==> src/hdl/cda_pkg.sv <==
// Package for the calendar date block: field types, command and status codes,
// sequencer types and the month length table. No dependencies.
`timescale 1ns / 1ps
`default_nettype none

package cda_pkg;

  localparam int MAX_YEAR    = 9999;
  localparam int COUNT_WIDTH = 16;

  localparam int CMD_W    = 3;
  localparam int DAY_W    = 5;
  localparam int MONTH_W  = 4;
  localparam int YEAR_W   = 14;
  localparam int ADD_W    = 16;
  localparam int ORDER_W  = 2;
  localparam int DIFF_W   = 23;
  localparam int STATUS_W = 2;

  typedef logic [CMD_W-1:0]          cmd_t;
  typedef logic [DAY_W-1:0]          day_t;
  typedef logic [MONTH_W-1:0]        month_t;
  typedef logic [YEAR_W-1:0]         year_t;
  typedef logic [ADD_W-1:0]          add_t;
  typedef logic signed [ORDER_W-1:0] order_t;
  typedef logic signed [DIFF_W-1:0]  diff_t;
  typedef logic [STATUS_W-1:0]       status_t;

  localparam cmd_t CMD_VALIDATE     = 3'd0;
  localparam cmd_t CMD_COMPARE      = 3'd1;
  localparam cmd_t CMD_NEXT_DAY     = 3'd2;
  localparam cmd_t CMD_ADD_DAYS     = 3'd3;
  localparam cmd_t CMD_DAYS_BETWEEN = 3'd4;

  localparam status_t ST_OK       = 2'd0;
  localparam status_t ST_INVALID  = 2'd1;
  localparam status_t ST_OVERFLOW = 2'd2;

  localparam order_t ORD_EARLIER = -2'sd1;
  localparam order_t ORD_EQUAL   = 2'sd0;
  localparam order_t ORD_LATER   = 2'sd1;

  // Day serial of the last representable date, 31 Dec of MAX_YEAR.
  localparam int LAST_SERIAL = 365 * MAX_YEAR + MAX_YEAR / 4 - MAX_YEAR / 100
                               + MAX_YEAR / 400 - 1;
  localparam int SER_NEED    = $clog2(LAST_SERIAL + (2 ** COUNT_WIDTH) + 1);
  // Wide enough for the 400-year day step too.
  localparam int SERIAL_W    = (SER_NEED > 18) ? SER_NEED : 18;
  typedef logic [SERIAL_W-1:0] serial_t;

  localparam add_t COUNT_MASK = (COUNT_WIDTH >= ADD_W) ? '1
                                : add_t'((1 << COUNT_WIDTH) - 1);

  // Step counter inside one decomposition phase (at most 24 steps).
  localparam int CNT_W = 5;
  typedef logic [CNT_W-1:0] cnt_t;
  localparam cnt_t CNT_CAP    = 5'd3;
  localparam cnt_t CNT_FULL_4 = 5'd24;

  localparam month_t JANUARY  = 4'd1;
  localparam month_t FEBRUARY = 4'd2;
  localparam month_t DECEMBER = 4'd12;
  localparam day_t   LEAP_FEB = 5'd29;

  localparam day_t MONTH_LEN [12] = '{5'd31, 5'd28, 5'd31, 5'd30, 5'd31, 5'd30,
                                      5'd31, 5'd31, 5'd30, 5'd31, 5'd30, 5'd31};

  typedef enum logic [2:0] {
    S_IDLE,
    S_DATE,
    S_YEAR,
    S_MONTH,
    S_OP,
    S_DONE
  } state_t;

  typedef enum logic [1:0] {
    PASS_A,
    PASS_B,
    PASS_CONV
  } pass_t;

  typedef enum logic [1:0] {
    PH_400,
    PH_100,
    PH_4,
    PH_1
  } phase_t;

  function automatic day_t month_days(month_t m, logic leap);
    if (m < JANUARY || m > DECEMBER) begin
      return '0;
    end
    if (m == FEBRUARY && leap) begin
      return LEAP_FEB;
    end
    return MONTH_LEN[4'(m - JANUARY)];
  endfunction

  function automatic serial_t year_step(phase_t ph);
    case (ph)
      PH_400:  return serial_t'(400);
      PH_100:  return serial_t'(100);
      PH_4:    return serial_t'(4);
      default: return serial_t'(1);
    endcase
  endfunction

  function automatic serial_t day_step(phase_t ph);
    case (ph)
      PH_400:  return serial_t'(146097);
      PH_100:  return serial_t'(36524);
      PH_4:    return serial_t'(1461);
      default: return serial_t'(365);
    endcase
  endfunction

  // Century and single-year phases stop at three steps.
  function automatic logic phase_capped(phase_t ph);
    case (ph)
      PH_100:  return 1'b1;
      PH_1:    return 1'b1;
      default: return 1'b0;
    endcase
  endfunction

endpackage

`default_nettype wire

==> src/hdl/cda_if.sv <==
// Valid/ready channel interfaces for the calendar date block: command items in,
// result items out. Depends on cda_pkg.
`timescale 1ns / 1ps
`default_nettype none

interface cda_in_if;
  logic            valid;
  logic            ready;
  cda_pkg::cmd_t   cmd;
  cda_pkg::day_t   day_a;
  cda_pkg::month_t month_a;
  cda_pkg::year_t  year_a;
  cda_pkg::day_t   day_b;
  cda_pkg::month_t month_b;
  cda_pkg::year_t  year_b;
  cda_pkg::add_t   add_count;

  modport source (
    output valid, cmd, day_a, month_a, year_a, day_b, month_b, year_b, add_count,
    input  ready
  );
  modport sink (
    input  valid, cmd, day_a, month_a, year_a, day_b, month_b, year_b, add_count,
    output ready
  );
endinterface

interface cda_out_if;
  logic             valid;
  logic             ready;
  cda_pkg::day_t    res_day;
  cda_pkg::month_t  res_month;
  cda_pkg::year_t   res_year;
  cda_pkg::order_t  order;
  cda_pkg::diff_t   day_difference;
  logic             first_valid;
  logic             second_valid;
  cda_pkg::status_t status;

  modport source (
    output valid, res_day, res_month, res_year, order, day_difference,
           first_valid, second_valid, status,
    input  ready
  );
  modport sink (
    input  valid, res_day, res_month, res_year, order, day_difference,
           first_valid, second_valid, status,
    output ready
  );
endinterface

`default_nettype wire

==> src/hdl/calendar_date_arithmetic.sv <==
// Gregorian date engine top level: validate, compare, next day, add days and
// day difference under one sequencer. Depends on cda_pkg and cda_if.
`timescale 1ns / 1ps
`default_nettype none

// One item at a time: in_ch.ready is high only while the sequencer is idle,
// and an accepted item runs through the sequencer until its result item is
// registered, holding first for the output register if that is still full.
// The work is done by a single compare-and-subtract loop that is run once per
// date and once more to turn a day serial back into a date: it peels 400-,
// 100-, 4- and 1-year blocks off the year (or their day counts off the
// serial), one block per cycle, then walks the months one per cycle. Leap
// years fall out of the block counts, so no divider is needed. The result
// sits in an output register, so the next item is taken while a finished
// result still waits on out_ch.ready.
module calendar_date_arithmetic (
  input  logic      clk,
  input  logic      rst_n,
  cda_in_if.sink    in_ch,
  cda_out_if.source out_ch
);

  localparam int DW = (cda_pkg::SERIAL_W + 1 > cda_pkg::DIFF_W) ?
                      cda_pkg::SERIAL_W + 1 : cda_pkg::DIFF_W;

  // Sequencer control.
  cda_pkg::state_t  state_r, state_nxt;
  cda_pkg::pass_t   pass_r, pass_nxt;
  cda_pkg::phase_t  phase_r, phase_nxt;
  cda_pkg::cnt_t    cnt_r, cnt_nxt;
  cda_pkg::month_t  mon_r, mon_nxt;
  logic             out_valid_r, out_valid_nxt;

  // Working datapath.
  cda_pkg::serial_t rem_r, rem_nxt;
  cda_pkg::serial_t acc_r, acc_nxt;
  cda_pkg::serial_t sa_r, sa_nxt;
  cda_pkg::serial_t sb_r, sb_nxt;
  logic             leap_r, leap_nxt;
  logic             b3_r, b3_nxt;
  logic             c24_r, c24_nxt;

  // Latched item.
  cda_pkg::cmd_t    cmd_r, cmd_nxt;
  cda_pkg::day_t    da_r, da_nxt, db_r, db_nxt;
  cda_pkg::month_t  ma_r, ma_nxt, mb_r, mb_nxt;
  cda_pkg::year_t   ya_r, ya_nxt, yb_r, yb_nxt;
  cda_pkg::add_t    addc_r, addc_nxt;

  // Result under construction.
  logic             va_r, va_nxt, vb_r, vb_nxt;
  cda_pkg::day_t    rday_r, rday_nxt;
  cda_pkg::month_t  rmon_r, rmon_nxt;
  cda_pkg::year_t   ryear_r, ryear_nxt;
  cda_pkg::order_t  ord_r, ord_nxt;
  cda_pkg::diff_t   diff_r, diff_nxt;
  cda_pkg::status_t st_r, st_nxt;

  // Output register.
  cda_pkg::day_t    o_day_r, o_day_nxt;
  cda_pkg::month_t  o_mon_r, o_mon_nxt;
  cda_pkg::year_t   o_year_r, o_year_nxt;
  cda_pkg::order_t  o_ord_r, o_ord_nxt;
  cda_pkg::diff_t   o_diff_r, o_diff_nxt;
  logic             o_va_r, o_va_nxt, o_vb_r, o_vb_nxt;
  cda_pkg::status_t o_st_r, o_st_nxt;

  // Shared step unit signals.
  cda_pkg::day_t    cur_day;
  cda_pkg::month_t  cur_mon;
  cda_pkg::year_t   cur_year;
  logic             conv;
  cda_pkg::serial_t sub_amt, add_amt;
  logic             at_cap, year_go, leap_now, year_ok, date_ok;
  cda_pkg::day_t    md;
  cda_pkg::serial_t step_sum;
  logic [DW-1:0]    diff_wide;
  logic             in_acc;

  assign in_ch.ready = (state_r == cda_pkg::S_IDLE);
  assign in_acc      = in_ch.valid && in_ch.ready;

  assign out_ch.valid          = out_valid_r;
  assign out_ch.res_day        = o_day_r;
  assign out_ch.res_month      = o_mon_r;
  assign out_ch.res_year       = o_year_r;
  assign out_ch.order          = o_ord_r;
  assign out_ch.day_difference = o_diff_r;
  assign out_ch.first_valid    = o_va_r;
  assign out_ch.second_valid   = o_vb_r;
  assign out_ch.status         = o_st_r;

  // Date under work for the current pass.
  assign cur_day  = (pass_r == cda_pkg::PASS_B) ? db_r : da_r;
  assign cur_mon  = (pass_r == cda_pkg::PASS_B) ? mb_r : ma_r;
  assign cur_year = (pass_r == cda_pkg::PASS_B) ? yb_r : ya_r;
  assign conv     = (pass_r == cda_pkg::PASS_CONV);

  // Years to days while encoding a date, days to years while decoding one.
  assign sub_amt  = conv ? cda_pkg::day_step(phase_r) : cda_pkg::year_step(phase_r);
  assign add_amt  = conv ? cda_pkg::year_step(phase_r) : cda_pkg::day_step(phase_r);
  assign at_cap   = cda_pkg::phase_capped(phase_r) && (cnt_r == cda_pkg::CNT_CAP);
  assign year_go  = (rem_r >= sub_amt) && !at_cap;

  // With year-1 = 400a + 100b + 4c + e: divisible by 4 when e is 3, by 100
  // when c is also 24, by 400 when b is also 3.
  assign leap_now = (cnt_r == cda_pkg::CNT_CAP) && (!c24_r || b3_r);

  assign year_ok  = (cur_year != '0) && (int'(cur_year) <= cda_pkg::MAX_YEAR);
  assign date_ok  = (cur_mon >= cda_pkg::JANUARY) && (cur_mon <= cda_pkg::DECEMBER)
                    && (cur_day != '0)
                    && (cur_day <= cda_pkg::month_days(cur_mon, leap_now));

  assign md        = cda_pkg::month_days(mon_r, leap_r);
  assign step_sum  = sa_r + ((cmd_r == cda_pkg::CMD_NEXT_DAY) ?
                             cda_pkg::serial_t'(1) : cda_pkg::serial_t'(addc_r));
  assign diff_wide = DW'(sb_r) - DW'(sa_r);

  always_ff @(posedge clk) begin
    if (!rst_n) begin
      state_r     <= cda_pkg::S_IDLE;
      pass_r      <= cda_pkg::PASS_A;
      phase_r     <= cda_pkg::PH_400;
      cnt_r       <= '0;
      mon_r       <= cda_pkg::JANUARY;
      out_valid_r <= 1'b0;
    end else begin
      state_r     <= state_nxt;
      pass_r      <= pass_nxt;
      phase_r     <= phase_nxt;
      cnt_r       <= cnt_nxt;
      mon_r       <= mon_nxt;
      out_valid_r <= out_valid_nxt;
    end
  end

  always_ff @(posedge clk) begin
    rem_r    <= rem_nxt;
    acc_r    <= acc_nxt;
    sa_r     <= sa_nxt;
    sb_r     <= sb_nxt;
    leap_r   <= leap_nxt;
    b3_r     <= b3_nxt;
    c24_r    <= c24_nxt;
    cmd_r    <= cmd_nxt;
    da_r     <= da_nxt;
    ma_r     <= ma_nxt;
    ya_r     <= ya_nxt;
    db_r     <= db_nxt;
    mb_r     <= mb_nxt;
    yb_r     <= yb_nxt;
    addc_r   <= addc_nxt;
    va_r     <= va_nxt;
    vb_r     <= vb_nxt;
    rday_r   <= rday_nxt;
    rmon_r   <= rmon_nxt;
    ryear_r  <= ryear_nxt;
    ord_r    <= ord_nxt;
    diff_r   <= diff_nxt;
    st_r     <= st_nxt;
    o_day_r  <= o_day_nxt;
    o_mon_r  <= o_mon_nxt;
    o_year_r <= o_year_nxt;
    o_ord_r  <= o_ord_nxt;
    o_diff_r <= o_diff_nxt;
    o_va_r   <= o_va_nxt;
    o_vb_r   <= o_vb_nxt;
    o_st_r   <= o_st_nxt;
  end

  always_comb begin
    state_nxt  = state_r;
    pass_nxt   = pass_r;
    phase_nxt  = phase_r;
    cnt_nxt    = cnt_r;
    mon_nxt    = mon_r;
    rem_nxt    = rem_r;
    acc_nxt    = acc_r;
    sa_nxt     = sa_r;
    sb_nxt     = sb_r;
    leap_nxt   = leap_r;
    b3_nxt     = b3_r;
    c24_nxt    = c24_r;
    cmd_nxt    = cmd_r;
    da_nxt     = da_r;
    ma_nxt     = ma_r;
    ya_nxt     = ya_r;
    db_nxt     = db_r;
    mb_nxt     = mb_r;
    yb_nxt     = yb_r;
    addc_nxt   = addc_r;
    va_nxt     = va_r;
    vb_nxt     = vb_r;
    rday_nxt   = rday_r;
    rmon_nxt   = rmon_r;
    ryear_nxt  = ryear_r;
    ord_nxt    = ord_r;
    diff_nxt   = diff_r;
    st_nxt     = st_r;
    o_day_nxt  = o_day_r;
    o_mon_nxt  = o_mon_r;
    o_year_nxt = o_year_r;
    o_ord_nxt  = o_ord_r;
    o_diff_nxt = o_diff_r;
    o_va_nxt   = o_va_r;
    o_vb_nxt   = o_vb_r;
    o_st_nxt   = o_st_r;

    // Drop the shown result once it is taken.
    out_valid_nxt = out_valid_r && !out_ch.ready;

    case (state_r)
      cda_pkg::S_IDLE: begin
        if (in_acc) begin
          cmd_nxt   = in_ch.cmd;
          da_nxt    = in_ch.day_a;
          ma_nxt    = in_ch.month_a;
          ya_nxt    = in_ch.year_a;
          db_nxt    = in_ch.day_b;
          mb_nxt    = in_ch.month_b;
          yb_nxt    = in_ch.year_b;
          addc_nxt  = in_ch.add_count & cda_pkg::COUNT_MASK;
          va_nxt    = 1'b0;
          vb_nxt    = 1'b0;
          rday_nxt  = '0;
          rmon_nxt  = '0;
          ryear_nxt = '0;
          ord_nxt   = cda_pkg::ORD_EQUAL;
          diff_nxt  = '0;
          st_nxt    = cda_pkg::ST_OK;
          pass_nxt  = cda_pkg::PASS_A;
          state_nxt = cda_pkg::S_DATE;
        end
      end

      cda_pkg::S_DATE: begin
        // Start encoding this pass's date, or skip it when the year is out.
        if (year_ok) begin
          rem_nxt   = cda_pkg::serial_t'(cur_year - 1'b1);
          acc_nxt   = '0;
          phase_nxt = cda_pkg::PH_400;
          cnt_nxt   = '0;
          state_nxt = cda_pkg::S_YEAR;
        end else if (pass_r == cda_pkg::PASS_A) begin
          pass_nxt  = cda_pkg::PASS_B;
        end else begin
          state_nxt = cda_pkg::S_OP;
        end
      end

      cda_pkg::S_YEAR: begin
        if (year_go) begin
          rem_nxt = rem_r - sub_amt;
          acc_nxt = acc_r + add_amt;
          if (phase_r != cda_pkg::PH_400) begin
            cnt_nxt = cnt_r + 1'b1;
          end
        end else begin
          cnt_nxt = '0;
          case (phase_r)
            cda_pkg::PH_400: phase_nxt = cda_pkg::PH_100;
            cda_pkg::PH_100: begin
              b3_nxt    = (cnt_r == cda_pkg::CNT_CAP);
              phase_nxt = cda_pkg::PH_4;
            end
            cda_pkg::PH_4: begin
              c24_nxt   = (cnt_r == cda_pkg::CNT_FULL_4);
              phase_nxt = cda_pkg::PH_1;
            end
            default: begin
              leap_nxt = leap_now;
              mon_nxt  = cda_pkg::JANUARY;
              if (conv) begin
                state_nxt = cda_pkg::S_MONTH;
              end else begin
                if (pass_r == cda_pkg::PASS_A) begin
                  va_nxt = date_ok;
                end else begin
                  vb_nxt = date_ok;
                end
                if (date_ok) begin
                  state_nxt = cda_pkg::S_MONTH;
                end else if (pass_r == cda_pkg::PASS_A) begin
                  pass_nxt  = cda_pkg::PASS_B;
                  state_nxt = cda_pkg::S_DATE;
                end else begin
                  state_nxt = cda_pkg::S_OP;
                end
              end
            end
          endcase
        end
      end

      cda_pkg::S_MONTH: begin
        if (conv) begin
          // Peel whole months off the remaining days.
          if (mon_r < cda_pkg::DECEMBER && rem_r >= cda_pkg::serial_t'(md)) begin
            rem_nxt = rem_r - cda_pkg::serial_t'(md);
            mon_nxt = mon_r + 1'b1;
          end else begin
            rday_nxt  = cda_pkg::day_t'(rem_r + 1'b1);
            rmon_nxt  = mon_r;
            ryear_nxt = cda_pkg::year_t'(acc_r + 1'b1);
            state_nxt = cda_pkg::S_DONE;
          end
        end else if (mon_r < cur_mon) begin
          acc_nxt = acc_r + cda_pkg::serial_t'(md);
          mon_nxt = mon_r + 1'b1;
        end else begin
          if (pass_r == cda_pkg::PASS_A) begin
            sa_nxt    = acc_r + cda_pkg::serial_t'(cur_day) - 1'b1;
            pass_nxt  = cda_pkg::PASS_B;
            state_nxt = cda_pkg::S_DATE;
          end else begin
            sb_nxt    = acc_r + cda_pkg::serial_t'(cur_day) - 1'b1;
            state_nxt = cda_pkg::S_OP;
          end
        end
      end

      cda_pkg::S_OP: begin
        state_nxt = cda_pkg::S_DONE;
        case (cmd_r)
          cda_pkg::CMD_COMPARE: begin
            if (!va_r || !vb_r) begin
              st_nxt = cda_pkg::ST_INVALID;
            end else if (sa_r < sb_r) begin
              ord_nxt = cda_pkg::ORD_EARLIER;
            end else if (sa_r > sb_r) begin
              ord_nxt = cda_pkg::ORD_LATER;
            end
          end
          cda_pkg::CMD_DAYS_BETWEEN: begin
            if (!va_r || !vb_r) begin
              st_nxt = cda_pkg::ST_INVALID;
            end else begin
              diff_nxt = diff_wide[cda_pkg::DIFF_W-1:0];
            end
          end
          cda_pkg::CMD_NEXT_DAY, cda_pkg::CMD_ADD_DAYS: begin
            if (!va_r) begin
              st_nxt = cda_pkg::ST_INVALID;
            end else if (step_sum > cda_pkg::serial_t'(cda_pkg::LAST_SERIAL)) begin
              st_nxt = cda_pkg::ST_OVERFLOW;
            end else begin
              // Decode the new serial back into a date.
              rem_nxt   = step_sum;
              acc_nxt   = '0;
              phase_nxt = cda_pkg::PH_400;
              cnt_nxt   = '0;
              pass_nxt  = cda_pkg::PASS_CONV;
              state_nxt = cda_pkg::S_YEAR;
            end
          end
          default: begin
            st_nxt = (va_r && vb_r) ? cda_pkg::ST_OK : cda_pkg::ST_INVALID;
          end
        endcase
      end

      cda_pkg::S_DONE: begin
        // Hold until the output register is free.
        if (!out_valid_r || out_ch.ready) begin
          o_day_nxt     = rday_r;
          o_mon_nxt     = rmon_r;
          o_year_nxt    = ryear_r;
          o_ord_nxt     = ord_r;
          o_diff_nxt    = diff_r;
          o_va_nxt      = va_r;
          o_vb_nxt      = vb_r;
          o_st_nxt      = st_r;
          out_valid_nxt = 1'b1;
          state_nxt     = cda_pkg::S_IDLE;
        end
      end

      default: begin
        state_nxt = cda_pkg::S_IDLE;
      end
    endcase
  end

endmodule

`default_nettype wire

==> src/flat_wrapper.sv <==
// flat-port wrapper written by rule: the top's interface ports become plain ports
module calendar_date_arithmetic_flat 
  (clk, rst_n, in_ch_valid, in_ch_cmd, in_ch_day_a, in_ch_month_a, in_ch_year_a, in_ch_day_b, in_ch_month_b, in_ch_year_b, in_ch_add_count, in_ch_ready, out_ch_valid, out_ch_res_day, out_ch_res_month, out_ch_res_year, out_ch_order, out_ch_day_difference, out_ch_first_valid, out_ch_second_valid, out_ch_status, out_ch_ready);
  cda_in_if in_ch_i ();
  cda_out_if out_ch_i ();
  input  logic clk;
  input  logic rst_n;
  input wire logic [$bits(in_ch_i.valid)-1:0] in_ch_valid;
  input wire logic [$bits(in_ch_i.cmd)-1:0] in_ch_cmd;
  input wire logic [$bits(in_ch_i.day_a)-1:0] in_ch_day_a;
  input wire logic [$bits(in_ch_i.month_a)-1:0] in_ch_month_a;
  input wire logic [$bits(in_ch_i.year_a)-1:0] in_ch_year_a;
  input wire logic [$bits(in_ch_i.day_b)-1:0] in_ch_day_b;
  input wire logic [$bits(in_ch_i.month_b)-1:0] in_ch_month_b;
  input wire logic [$bits(in_ch_i.year_b)-1:0] in_ch_year_b;
  input wire logic [$bits(in_ch_i.add_count)-1:0] in_ch_add_count;
  output wire logic [$bits(in_ch_i.ready)-1:0] in_ch_ready;
  output wire logic [$bits(out_ch_i.valid)-1:0] out_ch_valid;
  output wire logic [$bits(out_ch_i.res_day)-1:0] out_ch_res_day;
  output wire logic [$bits(out_ch_i.res_month)-1:0] out_ch_res_month;
  output wire logic [$bits(out_ch_i.res_year)-1:0] out_ch_res_year;
  output wire logic [$bits(out_ch_i.order)-1:0] out_ch_order;
  output wire logic [$bits(out_ch_i.day_difference)-1:0] out_ch_day_difference;
  output wire logic [$bits(out_ch_i.first_valid)-1:0] out_ch_first_valid;
  output wire logic [$bits(out_ch_i.second_valid)-1:0] out_ch_second_valid;
  output wire logic [$bits(out_ch_i.status)-1:0] out_ch_status;
  input wire logic [$bits(out_ch_i.ready)-1:0] out_ch_ready;
  assign in_ch_i.valid = in_ch_valid;
  assign in_ch_i.cmd = in_ch_cmd;
  assign in_ch_i.day_a = in_ch_day_a;
  assign in_ch_i.month_a = in_ch_month_a;
  assign in_ch_i.year_a = in_ch_year_a;
  assign in_ch_i.day_b = in_ch_day_b;
  assign in_ch_i.month_b = in_ch_month_b;
  assign in_ch_i.year_b = in_ch_year_b;
  assign in_ch_i.add_count = in_ch_add_count;
  assign in_ch_ready = in_ch_i.ready;
  assign out_ch_valid = out_ch_i.valid;
  assign out_ch_res_day = out_ch_i.res_day;
  assign out_ch_res_month = out_ch_i.res_month;
  assign out_ch_res_year = out_ch_i.res_year;
  assign out_ch_order = out_ch_i.order;
  assign out_ch_day_difference = out_ch_i.day_difference;
  assign out_ch_first_valid = out_ch_i.first_valid;
  assign out_ch_second_valid = out_ch_i.second_valid;
  assign out_ch_status = out_ch_i.status;
  assign out_ch_i.ready = out_ch_ready;
  calendar_date_arithmetic u_core (.clk(clk), .rst_n(rst_n), .in_ch(in_ch_i), .out_ch(out_ch_i));
endmodule
==> config.mk <==
export PLATFORM = sky130hd
export DESIGN_NAME = calendar_date_arithmetic_flat
export DESIGN_NICKNAME = d
export VERILOG_FILES = /design/src/hdl/cda_pkg.sv /design/src/hdl/cda_if.sv /design/src/hdl/calendar_date_arithmetic.sv /design/src/flat_wrapper.sv
export SDC_FILE = /design/constraint.sdc
export NUM_CORES = 1
export LEC_CHECK = 0
export BUFFER_PORTS_ARGS = -buffer_cell sky130_fd_sc_hd__buf_2
export CORE_AREA = 2 2 180 164
export CTS_CLUSTER_DIAMETER = 40
export DETAILED_ROUTE_END_ITERATION = 10
export DIE_AREA = 0 0 182 166
export HOLD_SLACK_MARGIN = 0.1
export PLACE_DENSITY = 0.87
export SYNTH_ARGS = -nofsm -noshare
export SYNTH_HDL_FRONTEND = slang
export SYNTH_SLANG_ARGS = --single-unit
==> constraint.sdc <==
create_clock -name clk -period 7.38 [get_ports clk]
set_clock_uncertainty 0.1 [all_clocks]
set_input_delay 0 -clock clk [delete_from_list [all_inputs] [get_ports clk]]
set_output_delay 0 -clock clk [all_outputs]
set_load 0.1 [all_outputs]
=== Word level (Yosys, flattened, before mapping) ===
Memory sizes are Yosys's and may differ from the RTL's.
Cells that the tools add are included.

* Bits in read-only memories: 160
* Output and inout bits: 54
* Memories kept: 2
* Register bits: 277

{| class="wikitable"
|+ Memories
! memory !! words !! bits a word !! read ports !! clocked after memory_dff !! write ports !! RTL line !! source
|-
| (no name shown) || 16 || 5 || 1 || 0 || 0 || cda_pkg.sv:97 || <nowiki>return MONTH_LEN[4'(m - JANUARY)];</nowiki>
|-
| (no name shown) || 16 || 5 || 1 || 0 || 0 || cda_pkg.sv:97 ||
|}

* Magnitude comparators: 17
* $add $sub $neg: 15
* Equal/unequal tests: 51
* Bitwise gates (word level): 7
* Reductions and logical operators: 61
* Muxes and demuxes: 132

{| class="wikitable"
|+ Operators by type and width
! cell !! number
|-
| 22-bit two-way mux || 14
|-
| 22-bit one-hot mux with 4 select lines || 2
|-
| 5-bit two-way mux || 22
|-
| 23-bit two-way mux || 3
|-
| 14-bit two-way mux || 4
|-
| 18-bit one-hot mux with 3 select lines || 1
|-
| 2-bit two-way mux || 24
|-
| 23-bit one-hot mux with 2 select lines || 1
|-
| 3-bit two-way mux || 15
|-
| 22-bit by 5-bit adder with 22-bit output || 2
|-
| 18-bit two-way mux || 2
|-
| 4-bit two-way mux || 9
|-
| 2-bit inequality test, second input constant || 14
|-
| 14-bit one-hot mux with 2 select lines || 1
|-
| 9-bit one-hot mux with 3 select lines || 1
|-
| 22-bit by 22-bit subtractor with 23-bit output || 1
|-
| 22-bit by 18-bit adder with 22-bit output || 1
|-
| 22-bit adder || 1
|-
| 22-bit by 18-bit >= comparator with 1-bit output || 1
|-
| 22-bit by 5-bit >= comparator with 1-bit output || 1
|-
| 22-bit > comparator || 1
|-
| 22-bit > comparator, second input constant || 1
|-
| 22-bit < comparator || 1
|-
| 22-bit by 1-bit subtractor with 22-bit output, second input constant || 1
|-
| other kinds (62) || 159
|}

=== Longest topological paths before layout ===
* Depth after elaboration: 16
* Depth in mapped cells: 25

=== Worst setup path after synthesis ===
OpenSTA, ideal clock, no wires.

* Kind: reg2reg
* Start point: register u_core.state_r[2]
* End point: register u_core.rday_r[0], enable pin
* Arrival: 5018 ps
* Cell stages (with the launch flop): 7
* Setup slack: 1851 ps
* Required time: 6869 ps
* Setup time: 411 ps
* Cells stage by stage: dfxtp_1 -> clkbuf_1 -> clkbuf_1 -> nor2_1 -> and2_1 -> a21oi_1 -> a21oi_1

* Cells in the longest elaborated chain, start to end: 4
* Elaborated cells between the ends (all ways): 8
* Those cells by class: eq/ne: 4; reduce/logical: 4

{| class="wikitable"
|+ RTL lines
! what !! RTL line !! source
|-
| start: declaration || calendar_date_arithmetic.sv:27 || <nowiki>cda_pkg::state_t state_r, state_nxt;</nowiki>
|-
| start signal: assignment || calendar_date_arithmetic.sv:121 || <nowiki>state_r <= cda_pkg::S_IDLE;</nowiki>
|-
| start signal: assignment || calendar_date_arithmetic.sv:128 || <nowiki>state_r <= state_nxt;</nowiki>
|-
| 3-bit logical NOT * || calendar_date_arithmetic.sv:80 || <nowiki>assign in_ch.ready = (state_r == cda_pkg::S_IDLE);</nowiki>
|-
| net in_ch_ready || flat_wrapper.sv:17 || <nowiki>output wire logic [$bits(in_ch_i.ready)-1:0] in_ch_ready;</nowiki>
|-
| 1-bit logical AND || calendar_date_arithmetic.sv:81 || <nowiki>assign in_acc = in_ch.valid && in_ch.ready;</nowiki>
|-
| 2-bit inequality test (no line) || -- ||
|-
| 4-bit AND reduction (no line) * || -- ||
|-
| end signal: assignment || calendar_date_arithmetic.sv:155 || <nowiki>rday_r <= rday_nxt;</nowiki>
|-
| end: declaration || calendar_date_arithmetic.sv:52 || <nowiki>cda_pkg::day_t rday_r, rday_nxt;</nowiki>
|}

The timed path passes the listed nets; every way through them passes the cells marked *.
A chain may end at the register's enable or synchronous reset.

=== Worst setup path in the final report ===
* Start point: register u_core.mon_r[0]
* End point: register u_core.ryear_r[5], enable pin

* Cells in the longest elaborated chain, start to end: 11
* Elaborated cells between the ends (all ways): 21
* Those cells by class: add/sub: 1; order compare: 4; eq/ne: 2; mux: 8; bitwise: 1; reduce/logical: 4; memory: 1

{| class="wikitable"
|+ RTL lines
! what !! RTL line !! source
|-
| start: declaration || calendar_date_arithmetic.sv:31 || <nowiki>cda_pkg::month_t mon_r, mon_nxt;</nowiki>
|-
| start signal: assignment || calendar_date_arithmetic.sv:125 || <nowiki>mon_r <= cda_pkg::JANUARY;</nowiki>
|-
| start signal: assignment || calendar_date_arithmetic.sv:132 || <nowiki>mon_r <= mon_nxt;</nowiki>
|-
| 4-bit by 1-bit subtractor with 4-bit output || cda_pkg.sv:97 ||
|-
| 4-bit NOT with 5-bit output (not written as such) || cda_pkg.sv:97 ||
|-
| memory read 16 x 5 bit || -- ||
|-
| 5-bit two-way mux (not written as such) (2 in series) || cda_pkg.sv:97 ||
|-
| 5-bit two-way mux || cda_pkg.sv:97 ||
|-
| 5-bit two-way mux || cda_pkg.sv:94 || <nowiki>if (m == FEBRUARY && leap) begin</nowiki>
|-
| 22-bit by 5-bit >= comparator with 1-bit output || calendar_date_arithmetic.sv:298 || <nowiki>if (mon_r < cda_pkg::DECEMBER && rem_r >= cda_pkg::serial_t'(md)) begin</nowiki>
|-
| 1-bit logical AND * || calendar_date_arithmetic.sv:298 ||
|-
| 2-bit inequality test (no line) * || -- ||
|-
| 4-bit AND reduction (no line) * || -- ||
|-
| end signal: assignment || calendar_date_arithmetic.sv:157 || <nowiki>ryear_r <= ryear_nxt;</nowiki>
|-
| end: declaration || calendar_date_arithmetic.sv:54 || <nowiki>cda_pkg::year_t ryear_r, ryear_nxt;</nowiki>
|}

Mark *: on every way between the ends. The rest lies on a longest branch, timed or not. The select of a mux whose other input is x is not followed.

==> flow_metrics.tcl <==
set metrics [dict create \
    tns_ns 0 \
    cell_type_contributing_the_most_total_cell_area_after_synthesis "edfxtp_1" \
    run_status "finished clean" \
    antenna_found_initial 2 \
    clk_pin_slew_worst_paths_ns 0.06 \
    max-slew-margin-rel_pct 21.30 \
    synthToLayoutAreaGrowth_pct 20.07 \
    grt_pass1_wl_um 77720 \
    synth_cell_types 91 \
    rrSetupSlack_ns 1.84 \
    final_std_cell_area_no_fill_um2 20810 \
    timing.fmax_ghz 0.1804 \
    timing.critical_path.fanout_max 23 \
    fin_hold_ws_ns 0.09293 \
    via_count_of_the_first_global_routing_pass 14420 \
    post-layout-total-power_uw 8678 \
    grt_max_degree 67 \
    hpwl_um 33270 \
    crit_path_end_kind "flip-flop" \
    detail_route.iter0.violations 2084 \
    floorplan.io_pins 123 \
    slew_worst_pin_ns 1.181 \
    num-nets-final 2132 \
    cts_root_buf "clkbuf_16" \
    die_area_um2 30210 \
    yosys_register_bits 277 \
    post_cts_buffers 0 \
    worst_ir_drop_vdd_v 0.0002218 \
    post_detailed_route_drc_marker_count 0 \
    ant_nets 0 \
    start_util_pct 60.83 \
    worst_min_delay_path_class "input pin to flip-flop" \
    leakage_uw 0.008292 \
    postSynth.asyncResetShare_pct 0 \
    chipWidth_um 182 \
    synth_seq_area_share_pct 47.00 \
    drt-total-wl_um 50990 \
    grtUsageTotal_pct 32.90 \
    criticalPathCategory "flip-flop to flip-flop" \
    start_kind "flip-flop" \
    place_congestion 1.030 \
    drt_first_pass_iters 6 \
    avgViaCountPerCell 6.470 \
    vias 15030 \
    rsz0062_at_grt "false" \
    syn_area_um2 17330 \
    synthesis.yosys.warnings 0 \
    floorplan.rows 59 \
    synthesis.instances 1684 \
    synthesis.nets 1890 \
    number_of_hold_buffers_added_after_cts 120 \
    cts_repair_resize_count 0 \
    layout.core_utilization_pct 73.04 \
    power-per-cell-area_nw_per_um2 416.9 \
    numCtsBuffers 39 \
    die_height_um 166 \
    clock_buffer_depth 3 \
    critical_path_required_ns 7.42 \
    ys_dominant_reg_cell "edfxtp_1" \
    postSynthAreaPerCell_um2 10.29 \
    clkLatencyLatePin_ns 0.54 \
    grt_overflow 0 \
    placement.io_buffers 122 \
    tritoncts_num_sinks 277 \
    worstPathArrival_ns 5.59 \
    cts_tree "built" \
    yosys.area.top_type_share_pct 45.04 \
    final_period_minus_worst_setup_slack_ns 5.543 \
    synth_top_cells_by_area "edfxtp_1 (45%), ha_1 (9.5%), xnor2_1 (3.7%)" \
    synth_enable_flop_cells 260 \
    setup_viol_count_final 0 \
    core_area_um2 28490 \
    ratio_of_cells_with_drive_above_1_in_the_final_layout_pct 12.47 \
    maxCapViolations 0 \
    timing_hold_violations_final 0 \
    wl_per_cell_um 21.95 \
    dpl-instance-area_um2 18290 \
    slew_viol_final 0 \
    final.period_utilization_pct 75.11 \
    cts-htree-levels 2 \
]
-- cells by family (layout without fill, tap and decap cells) --
group / after synthesis / count (layout) / synth area share [%]
other: 0 / 1 / 0
xor gates and xnor gates: 117 / 117 / 5.912
muxes: 26 / 26 / 1.501
AOI/OAI and AO/OA: 415 / 415 / 15.92
DFF: 277 / 277 / 47.00
adders and majority gates: 137 / 137 / 10.11
buffers and inverters: 167 / 439 / 3.753
and+or+nand+nor: 545 / 545 / 15.81
-- registers in the layout, indices dropped and copies added (netlist names), 4 cells and up --
register / flops
u_core.diff_r: 23
u_core.out_ch.day_difference: 23
u_core.acc_r: 22
u_core.rem_r: 22
u_core.sa_r: 22
u_core.sb_r: 22
u_core.addc_r: 16
u_core.out_ch.res_year: 14
u_core.ryear_r: 14
u_core.ya_r: 14
u_core.yb_r: 14
u_core.cnt_r: 5
u_core.da_r: 5
u_core.db_r: 5
u_core.out_ch.res_day: 5
u_core.rday_r: 5
u_core.ma_r: 4
u_core.mb_r: 4
u_core.mon_r: 4
u_core.out_ch.res_month: 4
u_core.rmon_r: 4
-- synthesized netlist by cell type, types with 13 or more instances --
| master | count |
|---|---|
| a21o_1 | 35 |
| and3_1 | 20 |
| nand4_1 | 15 |
| inv_1 | 111 |
| ha_1 | 132 |
| dfxtp_1 | 17 |
| nand2_1 | 103 |
| nand2b_1 | 27 |
| nand3_1 | 40 |
| and2_1 | 15 |
| nor2b_1 | 40 |
| mux2i_1 | 26 |
| or3_1 | 18 |
| buf_2 | 13 |
| nor3_1 | 53 |
| xor2_1 | 43 |
| nor2_1 | 158 |
| a211oi_1 | 13 |
| a21oi_1 | 103 |
| clkbuf_1 | 36 |
| o21ai_0 | 95 |
| o211ai_1 | 16 |
| xnor2_1 | 74 |
| o21a_1 | 18 |
| edfxtp_1 | 260 |
-- report_power, final --
part	switching, uW	leakage (uW)	internal (uW)
clock	816	0.000626	1080
combinational	2530	0.00508	1480
sequential	357	0.00259	2410
-- layout by cell type, fill, tap and decap left out, drive strengths merged, types with 6 or more instances in the layout --
cell type,instances
o21a,18
o31ai,9
a211oi,15
nand2,104
mux2i,26
dlygate4sd3,122
nor2,158
edfxtp,260
nor2b,40
a31o,8
and3,20
o21ai,100
o211ai,17
nor3,53
clkbuf,42
dfxtp,17
and2,15
o221ai,11
a22oi,6
nand4b,6
xor2,43
inv,125
nor4,11
nor3b,9
a21o,35
or3,18
a21boi,12
nand3,40
nand2b,27
xnor2,74
clkinv,8
buf,135
nand4,16
o21bai,7
ha,132
a31oi,12
or2,9
a21oi,105
-- layout make-up --
class,count,area (um^2)
diodes,1,2.502
clock inverters,29,314.1
multi-input cells,1240,8558
fillers,1825,7681
well taps,366,457.9
repair buffers,257,1929
flip-flops and latches,277,8148
clock buffers,42,987.2
inverters,111,416.7
-- path summary, 6_finish.rpt --
path	start	endpoint	depth (start not counted)
worst max-delay path	u_core.mon_r[0]$_SDFFE_PN1P_	u_core.ryear_r[5]$_SDFFCE_PN0P_	20
worst min register to register	u_core.diff_r[17]$_SDFFCE_PN0P_	u_core.out_ch.day_difference[17]$_DFFE_PP_	0
worst min-delay path	in_ch_year_b[8]	u_core.yb_r[8]$_DFFE_PP_	2
worst max register to register	u_core.mon_r[0]$_SDFFE_PN1P_	u_core.ryear_r[5]$_SDFFCE_PN0P_	20
-- stage by stage --
step           cells  setup slack [ns]
6_report        2323             1.837
5_1_grt         2322             1.542
4_1_cts         2320             2.008
3_5_place_dp    2129             2.067
3_3_place_gp    2129             2.235
2_1_floorplan   1684             1.852
-- critical path, stage by stage, from the launching register on --
cell and delay, ns:
dfxtp_1 0.51, inv_1 0.19, ha_1 0.29, inv_1 0.13
o21ai_0 0.10, a32oi_1 0.21, o21ai_0 0.10, nor2_1 0.11
a31oi_1 0.06, nor2_1 0.28, ha_1 0.24, inv_1 0.05
fa_1 0.40, a21o_1 0.18, a21o_1 0.20, a211oi_1 0.25
buf_4 0.19, nand4_1 0.14, o21ai_0 0.37, a21oi_1 0.14
a21oi_2 0.88
-- metal layers --
| layer | track usage [%] | wire length, um |
|---|---|---|
| met1 | 42.12 | 18810 |
| met2 | 53.70 | 23330 |
| met3 | 5.417 | 5709 |
| met4 | 17.92 | 3139 |
| met5 | 0 | 0 |
Note: power is estimated with default switching activity, not from simulation.
